--- src/sv/assert_macros.svh ---
`ifndef ASSERT_MACROS_SVH
`define ASSERT_MACROS_SVH

// checks at posedge clk; JSS_ASSERT is disabled while rst_n is low, JSS_ASSERT_ALWAYS is not
`ifndef SYNTHESIS
`define JSS_ASSERT(lbl, prop, msg) \
  lbl: assert property (@(posedge clk) disable iff (!rst_n) prop) else $error(msg);
`define JSS_ASSERT_ALWAYS(lbl, prop, msg) \
  lbl: assert property (@(posedge clk) prop) else $error(msg);
`else
`define JSS_ASSERT(lbl, prop, msg)
`define JSS_ASSERT_ALWAYS(lbl, prop, msg)
`endif

`endif

--- src/sv/jss_pkg.sv ---
package jss_pkg;

  localparam logic [1:0] FUNC_INSTR = 2'd0;
  localparam logic [1:0] FUNC_DATA  = 2'd1;
  localparam logic [1:0] FUNC_TICK  = 2'd2;
  localparam logic [1:0] FUNC_RESET = 2'd3;

  localparam int WORD_BITS = 32;
  localparam logic [2:0] RESET_HIGH_CYCLES = 3'd5;
  localparam int DEBUG_BIT = 2;

  typedef struct packed {
    logic [1:0]  func;
    logic [5:0]  bit_count;
    logic [31:0] shift_in;
    logic        tdo;
  } in_item_t;

  typedef struct packed {
    logic        drive;
    logic        tms;
    logic        tdi;
    logic        done_res;
    logic [31:0] captured;
    logic        debug_mode;
    logic        rejected;
  } out_item_t;

endpackage

--- src/sv/jss_core.sv ---
`include "assert_macros.svh"

module jss_core #(
  parameter int SCAN_BITS = 32
) (
  input  logic              clk,
  input  logic              rst_n,
  input  logic              step_en,
  input  jss_pkg::in_item_t item,
  output jss_pkg::out_item_t result
);

  localparam logic [2:0] PH_IDLE  = 3'd0;
  localparam logic [2:0] PH_PRE   = 3'd1;
  localparam logic [2:0] PH_SHIFT = 3'd2;
  localparam logic [2:0] PH_POST  = 3'd3;
  localparam logic [2:0] PH_RESET = 3'd4;

  logic [2:0]  phase_r, phase_nxt;
  logic [2:0]  step_count_r, step_count_nxt;
  logic        kind_data_r, kind_data_nxt;
  logic [31:0] send_bits_r, send_bits_nxt;
  logic [31:0] read_bits_r, read_bits_nxt;
  logic [5:0]  bits_left_r, bits_left_nxt;
  logic [5:0]  shift_idx_r, shift_idx_nxt;
  logic [6:0]  count_ext;
  logic [2:0]  step_inc;
  logic [2:0]  prefix_len;

  assign count_ext  = {1'b0, item.bit_count};
  assign step_inc   = step_count_r + 3'd1;
  assign prefix_len = kind_data_r ? 3'd3 : 3'd4;

  always_comb begin
    result         = '0;
    phase_nxt      = phase_r;
    step_count_nxt = step_count_r;
    kind_data_nxt  = kind_data_r;
    send_bits_nxt  = send_bits_r;
    read_bits_nxt  = read_bits_r;
    bits_left_nxt  = bits_left_r;
    shift_idx_nxt  = shift_idx_r;

    if (item.func != jss_pkg::FUNC_TICK) begin
      if (phase_r != PH_IDLE) begin
        result.rejected = 1'b1;
      end else begin
        step_count_nxt = '0;
        read_bits_nxt  = '0;
        shift_idx_nxt  = '0;
        if (item.func == jss_pkg::FUNC_RESET) begin
          phase_nxt = PH_RESET;
        end else begin
          kind_data_nxt = (item.func == jss_pkg::FUNC_DATA);
          send_bits_nxt = item.shift_in;
          if (count_ext > 7'(SCAN_BITS)) begin
            bits_left_nxt = 6'(SCAN_BITS);
          end else begin
            bits_left_nxt = item.bit_count;
          end
          phase_nxt = PH_PRE;
        end
      end
    end else begin
      case (phase_r)
        PH_PRE: begin
          result.drive = 1'b1;
          result.tdi   = 1'b1;
          // instruction walk 1,1,0,0; data walk 1,0,0
          if (kind_data_r) begin
            result.tms = (step_count_r == 3'd0) || (step_count_r >= 3'd3);
          end else begin
            result.tms = ~step_count_r[1];
          end
          step_count_nxt = step_inc;
          if (step_inc >= prefix_len) begin
            step_count_nxt = '0;
            phase_nxt = (bits_left_r != 6'd0) ? PH_SHIFT : PH_POST;
          end
        end
        PH_SHIFT: begin
          result.drive = 1'b1;
          result.tms   = (bits_left_r == 6'd1);
          // bits past the word send 0 and drop tdo
          if (shift_idx_r < 6'(jss_pkg::WORD_BITS)) begin
            result.tdi = send_bits_r[shift_idx_r[4:0]];
            read_bits_nxt[shift_idx_r[4:0]] = item.tdo;
          end
          shift_idx_nxt = shift_idx_r + 6'd1;
          bits_left_nxt = bits_left_r - 6'd1;
          if (bits_left_r == 6'd1) begin
            phase_nxt = PH_POST;
          end
        end
        PH_POST: begin
          result.drive    = 1'b1;
          result.tms      = 1'b1;
          result.tdi      = 1'b1;
          result.done_res = 1'b1;
          result.captured = read_bits_r;
          result.debug_mode = ~kind_data_r & read_bits_r[jss_pkg::DEBUG_BIT];
          phase_nxt = PH_IDLE;
        end
        PH_RESET: begin
          result.drive = 1'b1;
          result.tdi   = 1'b1;
          if (step_count_r < jss_pkg::RESET_HIGH_CYCLES) begin
            result.tms     = 1'b1;
            step_count_nxt = step_inc;
          end else begin
            result.done_res = 1'b1;
            step_count_nxt  = '0;
            phase_nxt       = PH_IDLE;
          end
        end
        default: begin
          phase_nxt = PH_IDLE;
        end
      endcase
    end
  end

  always_ff @(posedge clk) begin
    if (!rst_n) begin
      phase_r      <= PH_IDLE;
      step_count_r <= '0;
      kind_data_r  <= 1'b0;
      send_bits_r  <= '0;
      read_bits_r  <= '0;
      bits_left_r  <= '0;
      shift_idx_r  <= '0;
    end else if (step_en) begin
      phase_r      <= phase_nxt;
      step_count_r <= step_count_nxt;
      kind_data_r  <= kind_data_nxt;
      send_bits_r  <= send_bits_nxt;
      read_bits_r  <= read_bits_nxt;
      bits_left_r  <= bits_left_nxt;
      shift_idx_r  <= shift_idx_nxt;
    end
  end

  `JSS_ASSERT(a_reject_keeps_phase, (step_en && result.rejected) |=> $stable(phase_r), "rejected command changed the phase")
  `JSS_ASSERT(a_shift_has_bits, (phase_r == PH_SHIFT) |-> (bits_left_r != 6'd0), "shift phase with no bits left")
  `JSS_ASSERT(a_done_to_idle, (step_en && result.done_res) |=> (phase_r == PH_IDLE), "sequence end did not return to idle")
  `JSS_ASSERT(a_idle_step_clear, (phase_r == PH_IDLE) |-> (step_count_r == 3'd0), "step count left over in idle")

endmodule

--- src/sv/jss_out_reg.sv ---
module jss_out_reg (
  input  logic               clk,
  input  logic               rst_n,
  input  logic               load_req,
  input  jss_pkg::out_item_t load_data,
  output logic               advance,
  output logic               out_valid,
  input  logic               out_stall,
  output jss_pkg::out_item_t out_data
);

  logic               valid_r;
  jss_pkg::out_item_t data_r;

  // free when empty or when the held transaction leaves this cycle
  assign advance   = ~valid_r | ~out_stall;
  assign out_valid = valid_r;
  assign out_data  = data_r;

  always_ff @(posedge clk) begin
    if (!rst_n) begin
      valid_r <= 1'b0;
    end else if (advance) begin
      valid_r <= load_req;
    end
  end

  always_ff @(posedge clk) begin
    if (advance && load_req) begin
      data_r <= load_data;
    end
  end

endmodule

--- src/sv/jtag_scan_sequencer.sv ---
// channel  | handshake            | payload
// ---------+----------------------+-------------------------------
// input    | in_valid / in_stall  | in_data  (func, bit_count, shift_in, tdo)
// result   | out_valid / out_stall| out_data (drive, tms, tdi, done_res, ...)
//
// one transaction per clock sustained while in_stall is low; each result is carried
// from its input through the input register and then the result register.
// the sequencer state advances in the single step between those registers.
// reset (rst_n low, synchronous) empties both registers and returns the TAP
// walker to idle. out_stall holds the result; in_stall rises only while both
// registers are full and the result is stalled.
module jtag_scan_sequencer #(
  parameter int SCAN_BITS = 32
) (
  input  logic               clk,
  input  logic               rst_n,
  input  logic               in_valid,
  output logic               in_stall,
  input  jss_pkg::in_item_t  in_data,
  output logic               out_valid,
  input  logic               out_stall,
  output jss_pkg::out_item_t out_data
);

  logic               in_valid_r;
  jss_pkg::in_item_t  in_data_r;
  logic               out_advance;
  logic               step_en;
  jss_pkg::out_item_t step_result;

  assign step_en  = in_valid_r & out_advance;
  assign in_stall = in_valid_r & ~out_advance;

  always_ff @(posedge clk) begin
    if (!rst_n) begin
      in_valid_r <= 1'b0;
    end else if (!in_stall) begin
      in_valid_r <= in_valid;
    end
  end

  always_ff @(posedge clk) begin
    if (in_valid && !in_stall) begin
      in_data_r <= in_data;
    end
  end

  jss_core #(
    .SCAN_BITS (SCAN_BITS)
  ) u_core (
    .clk     (clk),
    .rst_n   (rst_n),
    .step_en (step_en),
    .item    (in_data_r),
    .result  (step_result)
  );

  jss_out_reg u_out_reg (
    .clk       (clk),
    .rst_n     (rst_n),
    .load_req  (step_en),
    .load_data (step_result),
    .advance   (out_advance),
    .out_valid (out_valid),
    .out_stall (out_stall),
    .out_data  (out_data)
  );

endmodule

--- config.mk ---
export PLATFORM = sky130hd
export DESIGN_NAME = jtag_scan_sequencer
export DESIGN_NICKNAME = d
export VERILOG_FILES = /design/src/sv/jss_pkg.sv /design/src/sv/jss_core.sv /design/src/sv/jss_out_reg.sv /design/src/sv/jtag_scan_sequencer.sv
export VERILOG_INCLUDE_DIRS = /design/src /design/src/sv
export SDC_FILE = /design/constraint.sdc
export NUM_CORES = 1
export LEC_CHECK = 0
export BUFFER_PORTS_ARGS = -buffer_cell sky130_fd_sc_hd__buf_4
export CAP_MARGIN = 20
export CORE_ASPECT_RATIO = 0.75
export CORE_MARGIN = 2
export CORE_UTILIZATION = 40
export DETAILED_ROUTE_END_ITERATION = 6
export GPL_ROUTABILITY_DRIVEN = 0
export SYNTH_ARGS = -nofsm -noshare
export SYNTH_HDL_FRONTEND = slang
export SYNTH_SLANG_ARGS = --single-unit
export TNS_END_PERCENT = 10
--- constraint.sdc ---
create_clock -name clk -period 4.16 [get_ports clk]
set_input_delay 0.624 -clock clk [delete_from_list [all_inputs] [get_ports clk]]
set_output_delay 0.624 -clock clk [all_outputs]
set_load 0.01 [all_outputs]
; ---- Word level (Yosys, flattened, before mapping)
; Index checks and enable logic that the tools add are counted.
[totals]
reg_bits = 164
word_cells = 111
input_bits = 45
[op_classes]
n_bitwise = 12
reduce_logical = 18
muxes = 38
n_addsub = 3
eq_ne = 13
order_cmp = 7
[ops]
columns = operator, n
row1 = $mux W32, 4
row2 = $mux W6, 8
row3 = $mux W3, 11
row4 = $bwmux W32, 1
row5 = $pmux W3 S4, 1
row6 = $reduce_and A4 Y1, 3
row7 = $pmux W3 S3, 1
row8 = $mux W1, 8
row9 = $not A1 Y1, 8
row10 = $add A6 B1 Y6 const B, 1
row11 = $eq A3 B2 Y1 const B, 2
row12 = $eq A6 B1 Y1 const B, 1
row13 = $gt A6 B6 Y1 const B, 1
row14 = $lt A5 B6 Y1 const B, 1
row15 = $lt A6 B6 Y1 const B, 1
row16 = $ne A2 B2 Y1 const B, 3
row17 = $ne A3 B1 Y1 const B, 2
row18 = $pmux W3 S2, 1
row19 = $reduce_and A3 Y1, 2
row20 = $reduce_bool A3 Y1, 2
row21 = $reduce_bool A6 Y1, 1
row22 = $sub A6 B1 Y6 const B, 1
row23 = $bmux W1 S5, 1
row24 = $demux W1 S5, 1
row25 = 20 further kinds, 25

; ---- Logic depth before layout (Yosys ltp)
; Gate-level depths: netlist (run 1).
[logic_depth]
depth_word = 8
depth_mapped = 9
depth_no_buf = 7

; ---- Cells and area by module
; Synthesis (run 1) repeated with hierarchy kept, for this count alone.
[unflattened]
cells_unflattened = 683
hier_area_um2 = 7149.4
[modules_own_cells]
columns = mod, area_each_um2, instances, cells_each
row1 = jss_core, 4682.0, 1, 594
row2 = jtag_scan_sequencer, 1285.0, 1, 46
row3 = jss_out_reg, 1182.4, 1, 43

; ---- Least setup slack after synthesis (run 1)
; Ideal clock, no wire load.
[synth_timing]
path_kind = input to register
from = in out_stall
to = reg in_data_r[0] (netlist bit), enable pin
stages = 2
setup_slack_ns = 1.010
arrival_time_ns = 2.706
required_time_ns = 3.716
path_cell_list = and3_1 nor2b_1
[synth_between]
elab_chain_cells = 6
[synth_rtl]
columns = element, line
row1 = from (decl), jtag_scan_sequencer.sv:21  ; input logic out_stall,
row2 = $not A1 Y1, jss_out_reg.sv:16  ; assign advance = ~valid_r | ~out_stall;
row3 = $or A1 B1 Y1, jss_out_reg.sv:16
row4 = $not A1 Y1, jtag_scan_sequencer.sv:32  ; assign in_stall = in_valid_r & ~out_advance;
row5 = $and A1 B1 Y1, jtag_scan_sequencer.sv:32
row6 = $logic_not A1 Y1, jtag_scan_sequencer.sv:43  ; if (in_valid && !in_stall) begin
row7 = $logic_and A1 B1 Y1, jtag_scan_sequencer.sv:43
row8 = to (signal assigned), jtag_scan_sequencer.sv:44  ; in_data_r <= in_data;
row9 = to (decl), jtag_scan_sequencer.sv:26  ; jss_pkg::in_item_t in_data_r;
; Every way passes these cells.
; A chain may end at the register's enable or synchronous reset.

; ---- Final worst setup path (run 1)
[layout_timing]
from = reg u_core.shift_idx_r[1]
to = reg u_out_reg.data_r, in the netlist u_out_reg.out_data[35] (data pin)
[layout_between]
elab_chain_cells = 4
elab_cells_between_ends = 5
cone_classes = order compare (1) / mux (4)
[layout_rtl]
columns = element, line
row1 = from (decl), jss_core.sv:25  ; logic [5:0] shift_idx_r, shift_idx_nxt;
row2 = from (signal assigned), jss_core.sv:139  ; shift_idx_r <= shift_idx_nxt;
row3 = $bmux W1 S5, jss_core.sv:86  ; result.tdi = send_bits_r[shift_idx_r[4:0]];
row4 = $mux W1 (implied by the code), jss_core.sv:86
row5 = $mux W1 (*), jss_core.sv:85  ; if (shift_idx_r < 6'(jss_pkg::WORD_BITS)) begin
row6 = $pmux W3 S4 (*), jss_core.sv:65  ; case (phase_r)
row7 = to (signal assigned), jss_out_reg.sv:30  ; data_r <= load_data;
row8 = to (decl), jss_out_reg.sv:13  ; jss_pkg::out_item_t data_r;
; Every way passes the cells marked *; elsewhere a longest branch is shown, timed or not. The select of a mux whose other input is x is not followed.

==> results of run 1 <==
## power groups by stage
stage	Clock [µW]	Sequential [µW]	Combinational, µW
2_1_floorplan	0	1820	123
3_3_place_gp	0	1820	213
3_5_place_dp	0	1820	225
4_1_cts	1720	1780	226
5_1_grt	1780	1790	251
6_report	1690	1780	227
## layer usage
metal  wire [µm]  global-route usage [%]  vias to the layer above
met5           0                       0                        -
met4         212                    5.73                        0
met3         853                    4.95                       21
met2        6680                    25.3                      151
met1        7390                    23.2                     2328
li1            -                       -                     2508
## cell families after synthesis
family,count (synthesis)
AO/OA/AOI/OAI,182
XOR/XNOR,7
adder cells (fa/ha/maj),13
buffers and inverters,62
flip-flops,164
multiplexers,22
AND/OR/NAND/NOR,225
## final cells by class
cell class | instances | area, µm² | share of cell area [%]
Inverter | 17 | 63.8 | 0.761
Tap cell | 215 | 269 | 3.21
Timing Repair Buffer | 92 | 727 | 8.67
Sequential cell | 164 | 4070 | 48.6
Multi-Input combinational cell | 449 | 2620 | 31.2
Clock buffer | 22 | 454 | 5.42
Clock inverter | 9 | 178 | 2.12
## synth_stat cells (3+ instances only)
library cell  count  area [µm²]
a21o_1            3        22.5
a21oi_1         108         541
a22oi_1           4        30.0
a31oi_1           3        18.8
and2_1           33         206
and3_1            4        25.0
buf_1             4        15.0
buf_2             5        25.0
buf_6             4        45.0
clkbuf_1         27         101
clkbuf_2          4        20.0
dfxtp_1          85        1700
edfxtp_1         79        2370
ha_1             13         163
inv_1            16        60.1
mux2_2           12         135
mux2i_1           9        90.1
nand2_1         111         417
nand2b_1          6        37.5
nand3_1           7        35.0
nand3b_1          4        30.0
nand4_1           7        43.8
nor2_1           27         101
nor2b_1           3        18.8
nor3_1            4        20.0
nor3b_1           3        22.5
nor3b_2           3        37.5
o21ai_0          41         205
xor2_1            4        35.0
## worst paths after layout
path / cells after the start / from / to
hold / removal: 1 / in_data[36] / in_data_r[36]
setup / recovery: 5 / u_core.shift_idx_r[1] / u_out_reg.out_data[35]
hold reg to reg: 2 / u_core.send_bits_r[1] / u_core.send_bits_r[1]
setup reg to reg: 5 / u_core.shift_idx_r[1] / u_out_reg.out_data[35]
## flip-flops by register name (all words and copies together), names as in the netlist
name	flops
u_core.phase_r	3
u_out_reg.out_data	38
u_core.send_bits_r	32
u_out_reg.out_valid	1
u_core.shift_idx_r	6
u_core.step_count_r	3
u_core.kind_data_r	1
in_valid_r	1
in_data_r	41
u_core.bits_left_r	6
u_core.read_bits_r	32
## worst register-to-register path, stage by stage (launching register included)
cell       delay, ns
dfxtp_1         0.93
mux2_1          0.39
or3_1           0.29
and4_1          0.16
a2111oi_0       0.61
a2111oi_1       0.13
## metrics by stage
step	std cells	instance area (µm²)	setup WS [ns]	power (µW)
4_1_cts	967	8360	1.39	3730
3_5_place_dp	936	7730	1.42	2040
6_report	968	8380	1.37	3700
2_1_floorplan	675	6960	1.01	1940
3_3_place_gp	933	7680	1.43	2030
5_1_grt	968	8380	1.19	3820
==> impl_metrics.csv, run 1 <==
group,metric,value,unit
finish,fillers,1539,
cts,cts_tree,"built",
drt,routed_via_density,5.17,
synth,synthXorXnorAreaFrac,0.989,%
global_routing,grt_max_degree,50,
placed_design,port_buffers,84,
pwr,p_sw,770,µW
global_routing,grtUsageTotal,16.8,%
cts,cts.sinks,164,
critical_path,critPathLaunchType,"flip-flop",
synth,synth_top_family_by_area,"simple AND/OR/NAND/NOR gates",
synth,synthSimpleGateAreaFrac,16.2,%
timing,hold_viol,0,
cts,postCtsHoldBufs,0,
drt,drt_iter0_markers,480,
finish,layout_common_cells,"nand2_1 (111), a21oi_1 (108), buf_4 (88), dfxtp_1 (85), edfxtp_1 (79)",
critical_path,critPathMaxFanout,20,
floorplanning,fp-row-count,41,
finish,layout.nets,799,
floorplanning,initial_core_util,41.1,%
critical_path,cp.required,4.30,ns
timing,setup_tns,0,ns
critical_path,critPathMaxStageDelay,0.93,ns
synth,synth-adder-area-share,2.34,%
synth,netlist_instances,675,
pwr,intPower,2930,µW
synth,synth_cell_types,61,
drt,drtAntennaViolNets,0,
pwr,p_leak,0.00304,µW
cts,cts_max_path_buffers,2,
critical_path,crit_family,"flip-flops",
timing,min_period,2.79,ns
finish,drive_gt1_share,19.5,%
timing,hold_ws,0.369,ns
floorplanning,die_y,118,µm
synth,synth_seq_area_share,58.6,%
cts,h-tree-depth,4,
timing,rsz0062_at_grt,"no",
timing,maxSlewViolCount,0,
synth,synth_ff_type,"dfxtp_1",
synth,synth.cell_area,6960,µm²
pwr,ir_worst_vdd,265,µV
cts,cts_resized,0,
synth,synth-compound-area-share,14.6,%
floorplanning,die_x,156,µm
floorplanning,io_pins,85,
critical_path,worst-path-buf-inv,0,
pwr,powerDensity,441,nW/µm²
global_routing,grt_overflow,0,
synth,synth-seq-cells,164,
global_routing,antenna_found_initial,0,
cts,cts_made_buffers,17,
critical_path,arrival,2.93,ns
critical_path,ff2ff_setup_slack,1.37,ns
cts,root_buffer,"clkbuf_16",
finish,utilization,49.5,%
drt,wl_per_cell,15.6,µm
timing,setup_violations,0,
floorplanning,die_area,18500,µm²
pwr,p_comb_share,6.1,%
critical_path,cpMaxStageDelayCell,"dfxtp_1",
timing,post-route-period-util,67.1,%
synth,synth_fp_nets,733,
drt,via_count,5008,
outcome,status,"finished clean",
drt,drc_errors,0,
pwr,clock_power_share,45.7,%
worst_hold_path,hp-class,"input pin to flip-flop",
placed_design,dp_hpwl,10.1,mm
cts,cts_setup_buffers,0,
floorplanning,core,16900,µm²
critical_path,path_cells,"mux2_1 -> or3_1 -> and4_1 -> a2111oi_0 -> a2111oi_1",
flow_run,drv_cap,0,
synth,synth_edf_count,79,
drt,drt-pass1-iter-count,6,
synth,synthArstFlopShare,0,%
pwr,power_frac_seq,48.2,%
timing,timing.slew.headroom,37.8,%
critical_path,path_class,"flip-flop to flip-flop",
critical_path,endpoint_kind,"flip-flop",
finish,area_growth_syn_to_layout,20.5,%
timing,finClkSkew,0.00749,ns
finish,num_antenna_cells,0,
cts,clkTransAtPathRegs,0.06,ns
synth,syn_avg_cell_area,10.3,µm²
global_routing,grt_pass1_wl,24.5,mm
synth,synthMuxAreaShare,3.40,%
timing,tightest_slew,0.931,ns
timing,clock.fmax,358,MHz
pwr,switching_share,20.8,%
synth,ys_warn_count,0,
global_routing,grt_pass1_vias,4873,
cts,clock_latency,0.42,ns
finish,final_common_cell,"nand2_1",
drt,wl,15.1,mm
(Power assumes the default switching activity.)
==> run 2, diff against run 1 <==
--- a/config.mk
+++ b/config.mk
@@ -6,6 +6,7 @@
 export SDC_FILE = /design/constraint.sdc
 export NUM_CORES = 1
 export LEC_CHECK = 0
+export ABC_AREA = 1
 export BUFFER_PORTS_ARGS = -buffer_cell sky130_fd_sc_hd__buf_4
 export CAP_MARGIN = 20
 export CORE_ASPECT_RATIO = 0.75
==> constraint.sdc (replaced) <==
create_clock -name clk -period 2.7 [get_ports clk]
set_input_delay 0.405 -clock clk [delete_from_list [all_inputs] [get_ports clk]]
set_output_delay 0.405 -clock clk [all_outputs]
set_load 0.01 [all_outputs]
==> impl_metrics.csv, run 2 <==
group,metric,value,unit
global_routing,antenna_found_initial,0,
pwr,ir_worst_vdd,368,µV
synth,synthArstFlopShare,0,%
floorplanning,io_pins,85,
drt,drc_errors,0,
drt,via_count,5361,
floorplanning,core,17000,µm²
cts,cts_max_path_buffers,2,
critical_path,path_class,"flip-flop to flip-flop",
drt,routed_via_density,4.73,
synth,synth_top_cells_by_area,"edfxtp_1 (34%), dfxtp_1 (24%), nand2_1 (7.4%)",
synth,synth.most_common_cell,"nand2_1",
synth,yosysTopAreaCell,"edfxtp_1",
critical_path,cpMostUsedCell,"inv_4",
pwr,powerDensity,679,nW/µm²
synth,netlist_instances,806,
cts,postCtsHoldBufs,0,
critical_path,critPathLaunchType,"flip-flop",
finish,fillers,1594,
cts,cts_made_buffers,17,
synth,ys_warn_count,0,
pwr,finalPower,5740,µW
timing,setup_violations,0,
timing,post-route-period-util,79.9,%
global_routing,grt_use_met3,3.89,%
synth,synth.cell_area,7020,µm²
cts,root_buffer,"clkbuf_16",
critical_path,critPathMaxFanout,32,
floorplanning,die_x,157,µm
floorplanning,fp-row-count,41,
critical_path,cp.required,3.05,ns
cts,clkTransAtPathRegs,0.07,ns
synth,synth_edf_count,79,
finish,area_growth_syn_to_layout,20.4,%
timing,tightest_slew,0.568,ns
floorplanning,initial_core_util,41.3,%
timing,hold_viol,0,
timing,rsz0062_at_grt,"no",
worst_hold_path,hp-class,"input pin to flip-flop",
outcome,status,"finished clean",
cts,cts_resized,0,
global_routing,busiest_layer,"met2",
flow_run,drv_cap,0,
cts,clock_latency,0.43,ns
timing,min_period,2.16,ns
cts,cts.sinks,164,
global_routing,grt_max_degree,67,
drt,drt_iter0_markers,393,
synth,synth-seq-cells,164,
timing,timing.slew.headroom,62.1,%
timing,maxSlewViolCount,0,
finish,layout.nets,942,
synth,synth_cell_types,35,
critical_path,path_cells,"nor2_4 -> inv_4 -> nand2_2 -> nand2_4 -> inv_4 -> o21ai_4 -> nor2_8 -> nand2_1 -> a21oi_1",
global_routing,use_met2,25.4,%
finish,largest_register_ffs,41,
drt,wl,15.3,mm
synth,synth_common_cells,"nand2_1 (139), inv_1 (109), nor2_1 (105)",
floorplanning,die_area,18600,µm²
pwr,p_leak,0.00326,µW
global_routing,grtUsageTotal,17.3,%
synth,netlist.area_leader.share,33.8,%
placed_design,port_buffers,84,
drt,wl_per_cell,13.5,µm
cts,h-tree-depth,4,
finish,final_common_cell,"nand2_1",
cts,cts_tree,"built",
finish,layout_common_cells,"nand2_1 (139), inv_1 (109), nor2_1 (105), buf_4 (93), a21oi_1 (88)",
synth,synth_ff_type,"dfxtp_1",
critical_path,cpMaxStageDelayCell,"edfxtp_1",
global_routing,met1_usage,25.0,%
cts,cts_setup_buffers,0,
finish,drive_gt1_share,15.3,%
critical_path,endpoint_kind,"flip-flop",
drt,drtAntennaViolNets,0,
finish,largest_register,"in_data_r",
drt,drt-pass1-iter-count,5,
critical_path,critPathMaxStageDelay,0.44,ns
global_routing,grt_overflow,0,
placed_design,dp_hpwl,10.0,mm
synth,synth_fp_nets,864,
timing,hold_ws,0.145,ns
floorplanning,die_y,119,µm
timing,finClkSkew,0.0116,ns
critical_path,arrival,2.51,ns
synth,synth_seq_area_share,58.0,%
critical_path,worst-path-buf-inv,2,
timing,clock.fmax,464,MHz
global_routing,grt_pass1_vias,5116,
finish,num_antenna_cells,0,
synth,syn_avg_cell_area,8.71,µm²
timing,setup_tns,0,ns
critical_path,crit_family,"simple AND/OR/NAND/NOR gates",
global_routing,grt_pass1_wl,25.3,mm
[run 2: changes by cell type in the layout (fill, tap and decap cells not counted), moves of 22 or more]
cell / before / now
and2_1: 33 / 0
inv_1: 16 / 109
nand2_1: 111 / 139
nand3_1: 7 / 29
nor2_1: 26 / 105
o21ai_0: 40 / 73
[run 2: routing by layer]
layer | routed length, µm | part of all wire [%] | up-vias
li1 | - | - | 2784
met1 | 7840 | 51 | 2432
met2 | 6450 | 42 | 131
met3 | 804 | 5.3 | 14
met4 | 185 | 1.2 | 0
met5 | 0 | 0 | -
[run 2: path summary, 6_finish.rpt]
check                    startpoint                     end  slack, ns  cells after the start
max                   in_data_r[39]  u_core.read_bits_r[12]       0.54                      9
min reg2reg  u_core.send_bits_r[24]  u_core.send_bits_r[24]       0.45                      2
max reg2reg           in_data_r[39]  u_core.read_bits_r[12]       0.54                      9
min                      in_data[2]            in_data_r[2]       0.15                      1
[run 2: stage by stage]
stage | worst slack, ns | cell area (µm²) | util (%) | cells
floorplan | 0.435 | 7020 | - | 806
global placement | 0.642 | 7850 | 46.2 | 1101
detailed placement | 0.587 | 7850 | 46.2 | 1101
CTS | 0.557 | 8450 | 49.8 | 1133
global route | 0.365 | 8450 | 49.8 | 1133
finish | 0.543 | 8450 | 49.8 | 1133
[run 2: power breakdown]
group	switching (µW)	internal (µW)	total [µW]
Combinational	326	186	511
Clock	986	1480	2470
Sequential	45.2	2720	2760
Total	1360	4390	5740
[run 2: worst reg2reg max path: cells and delay by family, from the launching register on]
kind,cells,cell delay (ns)
AO/OA/AOI/OAI,2,0.33
buffers and inverters,2,0.26
flip-flops,1,0.44
AND/OR/NAND/NOR,5,1.07
[run 2: cells by family after synthesis]
family	share of synthesized area [%]
AO/OA/AOI/OAI	13.1
XOR/XNOR	0.499
adder cells (fa/ha/maj)	2.32
buffers and inverters	8.63
flip-flops	58.0
AND/OR/NAND/NOR	17.5
[run 2: cell type report]
type	instances	area (µm²)	share of cell area, %
inverters	117	444	5.25
clock inverters	11	151	1.79
multi-input cells	491	2340	27.7
flip-flops and latches	164	4070	48.2
clock buffers	21	450	5.33
well taps	236	295	3.49
repair buffers	93	698	8.26
==> run 3, diff against run 2 <==
==> constraint.sdc (replaced) <==
create_clock -name clk -period 2.1 [get_ports clk]
set_input_delay 0.315 -clock clk [delete_from_list [all_inputs] [get_ports clk]]
set_output_delay 0.315 -clock clk [all_outputs]
set_load 0.01 [all_outputs]
==> impl_metrics.csv, run 3 (synthesis gave the netlist of run 2 again) <==
group,metric,value,unit
global_routing,grtUsageTotal,16.7,%
drt,drt_iter0_markers,450,
drt,wl,14.8,mm
global_routing,antenna_found_initial,0,
worst_hold_path,hp-class,"input pin to flip-flop",
floorplanning,fp-row-count,41,
finish,final_common_cell,"nand2_1",
pwr,intPower,5380,µW
drt,drc_errors,0,
global_routing,grt_max_degree,42,
critical_path,arrival,2.33,ns
placed_design,port_buffers,84,
pwr,ir_worst_vdd,528,µV
cts,root_buffer,"clkbuf_16",
drt,via_count,5312,
critical_path,endpoint_kind,"flip-flop",
critical_path,critPathLaunchType,"flip-flop",
critical_path,cp.required,2.46,ns
drt,drtAntennaViolNets,0,
global_routing,grt_use_met3,4.77,%
pwr,power_frac_seq,49.3,%
floorplanning,io_pins,85,
floorplanning,die_x,157,µm
finish,layout_common_cells,"nand2_1 (136), inv_1 (107), nor2_1 (105), buf_4 (96), a21oi_1 (87)",
finish,fillers,1598,
critical_path,cpMostUsedCell,"inv_4",
cts,h-tree-depth,4,
timing,finClkSkew,0.0123,ns
timing,tightest_slew,0.477,ns
outcome,status,"finished clean",
floorplanning,die_area,18600,µm²
timing,timing.slew.headroom,68.2,%
global_routing,use_met2,23.1,%
placed_design,dp.cells,1105,
timing,post-route-period-util,94.0,%
timing,hold_ws,0.0543,ns
global_routing,grt_overflow,0,
pwr,p_comb_share,9.4,%
drt,routed_via_density,4.67,
placed_design,place_area,7900,µm²
pwr,p_sw,1800,µW
cts,cts_setup_buffers,0,
cts,clock_latency,0.43,ns
finish,layout.nets,946,
timing,clock.fmax,506,MHz
global_routing,grt_pass1_wl,24.6,mm
timing,hold_viol,0,
global_routing,busiest_layer,"met1",
flow_run,drv_cap,0,
drt,wl_per_cell,13.0,µm
placed_design,dp_hpwl,9.73,mm
finish,largest_register_ffs,41,
timing,min_period,1.97,ns
finish,num_antenna_cells,0,
drt,drt-pass1-iter-count,5,
pwr,p_leak,0.00326,µW
pwr,clock_power_share,41.3,%
pwr,switching_share,25.1,%
timing,rsz0062_at_grt,"yes",
global_routing,grt_pass1_vias,4901,
cts,clkTransAtPathRegs,0.07,ns
floorplanning,initial_core_util,41.3,%
critical_path,cpMaxStageDelayCell,"edfxtp_1",
finish,largest_register,"in_data_r",
floorplanning,core,17000,µm²
timing,maxSlewViolCount,0,
cts,cts_made_buffers,17,
finish,fin_area,8480,µm²
critical_path,critPathMaxStageDelay,0.44,ns
cts,cts.sinks,164,
pwr,powerDensity,847,nW/µm²
critical_path,path_cells,"nor2_4 -> inv_4 -> nand2_2 -> nand2_4 -> inv_4 -> o21ai_4 -> nor2_8 -> nand2_1 -> a21oi_1",
cts,cts_max_path_buffers,2,
critical_path,critPathMaxFanout,32,
critical_path,path_class,"flip-flop to flip-flop",
timing,setup_violations,0,
cts,cts_tree,"built",
finish,drive_gt1_share,16.6,%
finish,instances_no_fill,1137,
finish,area_growth_syn_to_layout,20.8,%
global_routing,met1_usage,25.3,%
floorplanning,die_y,119,µm
run 3: cell types whose count changed in the layout (fill, tap and decap cells not counted), sizes merged:
cell    before  now
buf         93   97
bufinv       3    1
clkbuf      21   18
clkinv       3    7
inv        118  119
run 3: what timing repair did:
item | in CTS | in global routing
hold buffers | 0 | 0
gates resized for setup | 0 | 5
setup endpoints to repair | 0 | 5
run 3: final cells by class:
| cell class | count | area [µm²] | share of cell area, % |
|---|---|---|---|
| clock buffer | 18 | 429 | 5.06 |
| clock inverter | 14 | 129 | 1.52 |
| inverter | 117 | 448 | 5.28 |
| multi-input combinational | 491 | 2360 | 27.9 |
| sequential | 164 | 4070 | 48.0 |
| tap | 236 | 295 | 3.48 |
| timing repair buffer | 97 | 741 | 8.73 |
run 3: power by group through the flow:
stage	clock network, µW	logic (µW)	registers, µW
finish	2970	678	3540
global route	3170	764	3550
CTS	3030	678	3540
detailed placement	0	674	3610
global placement	0	671	3610
floorplan	0	416	3620
run 3: path summary, 6_finish.rpt:
kind | from | to | cells past startpoint | slack (ns)
setup reg to reg | in_data_r[39] | u_core.read_bits_r[8] | 9 | 0.13
hold / removal | in_data[15] | in_data_r[15] | 1 | 0.05
setup / recovery | in_data_r[39] | u_core.read_bits_r[8] | 9 | 0.13
hold reg to reg | u_core.send_bits_r[18] | u_core.send_bits_r[18] | 2 | 0.45
run 3: worst max-delay path: cells and delay by family, from the launching register on:
family / cells / cell delay [ns]
AO/OA/AOI/OAI: 2 / 0.26
buffers and inverters: 2 / 0.15
flip-flops: 1 / 0.44
AND/OR/NAND/NOR: 5 / 1.04
run 3: layer usage:
| layer | vias up | routed length, µm |
|---|---|---|
| met5 | - | 0 |
| met3 | 14 | 819 |
| met2 | 102 | 6090 |
| met1 | 2405 | 7750 |
| met4 | 0 | 136 |
| li1 | 2791 | - |
run 3: through the flow:
stage | TNS [ns] | power, µW | util (%) | worst slack [ns]
3_3_place_gp | 0 | 4280 | 46.5 | 0.101
3_5_place_dp | 0 | 4280 | 46.5 | 0.0652
4_1_cts | 0 | 7240 | 49.8 | 0.0632
5_1_grt | -0.104 | 7490 | 49.9 | -0.0233
6_report | 0 | 7190 | 49.9 | 0.126
2_1_floorplan | 0 | 4030 | - | 0.0258
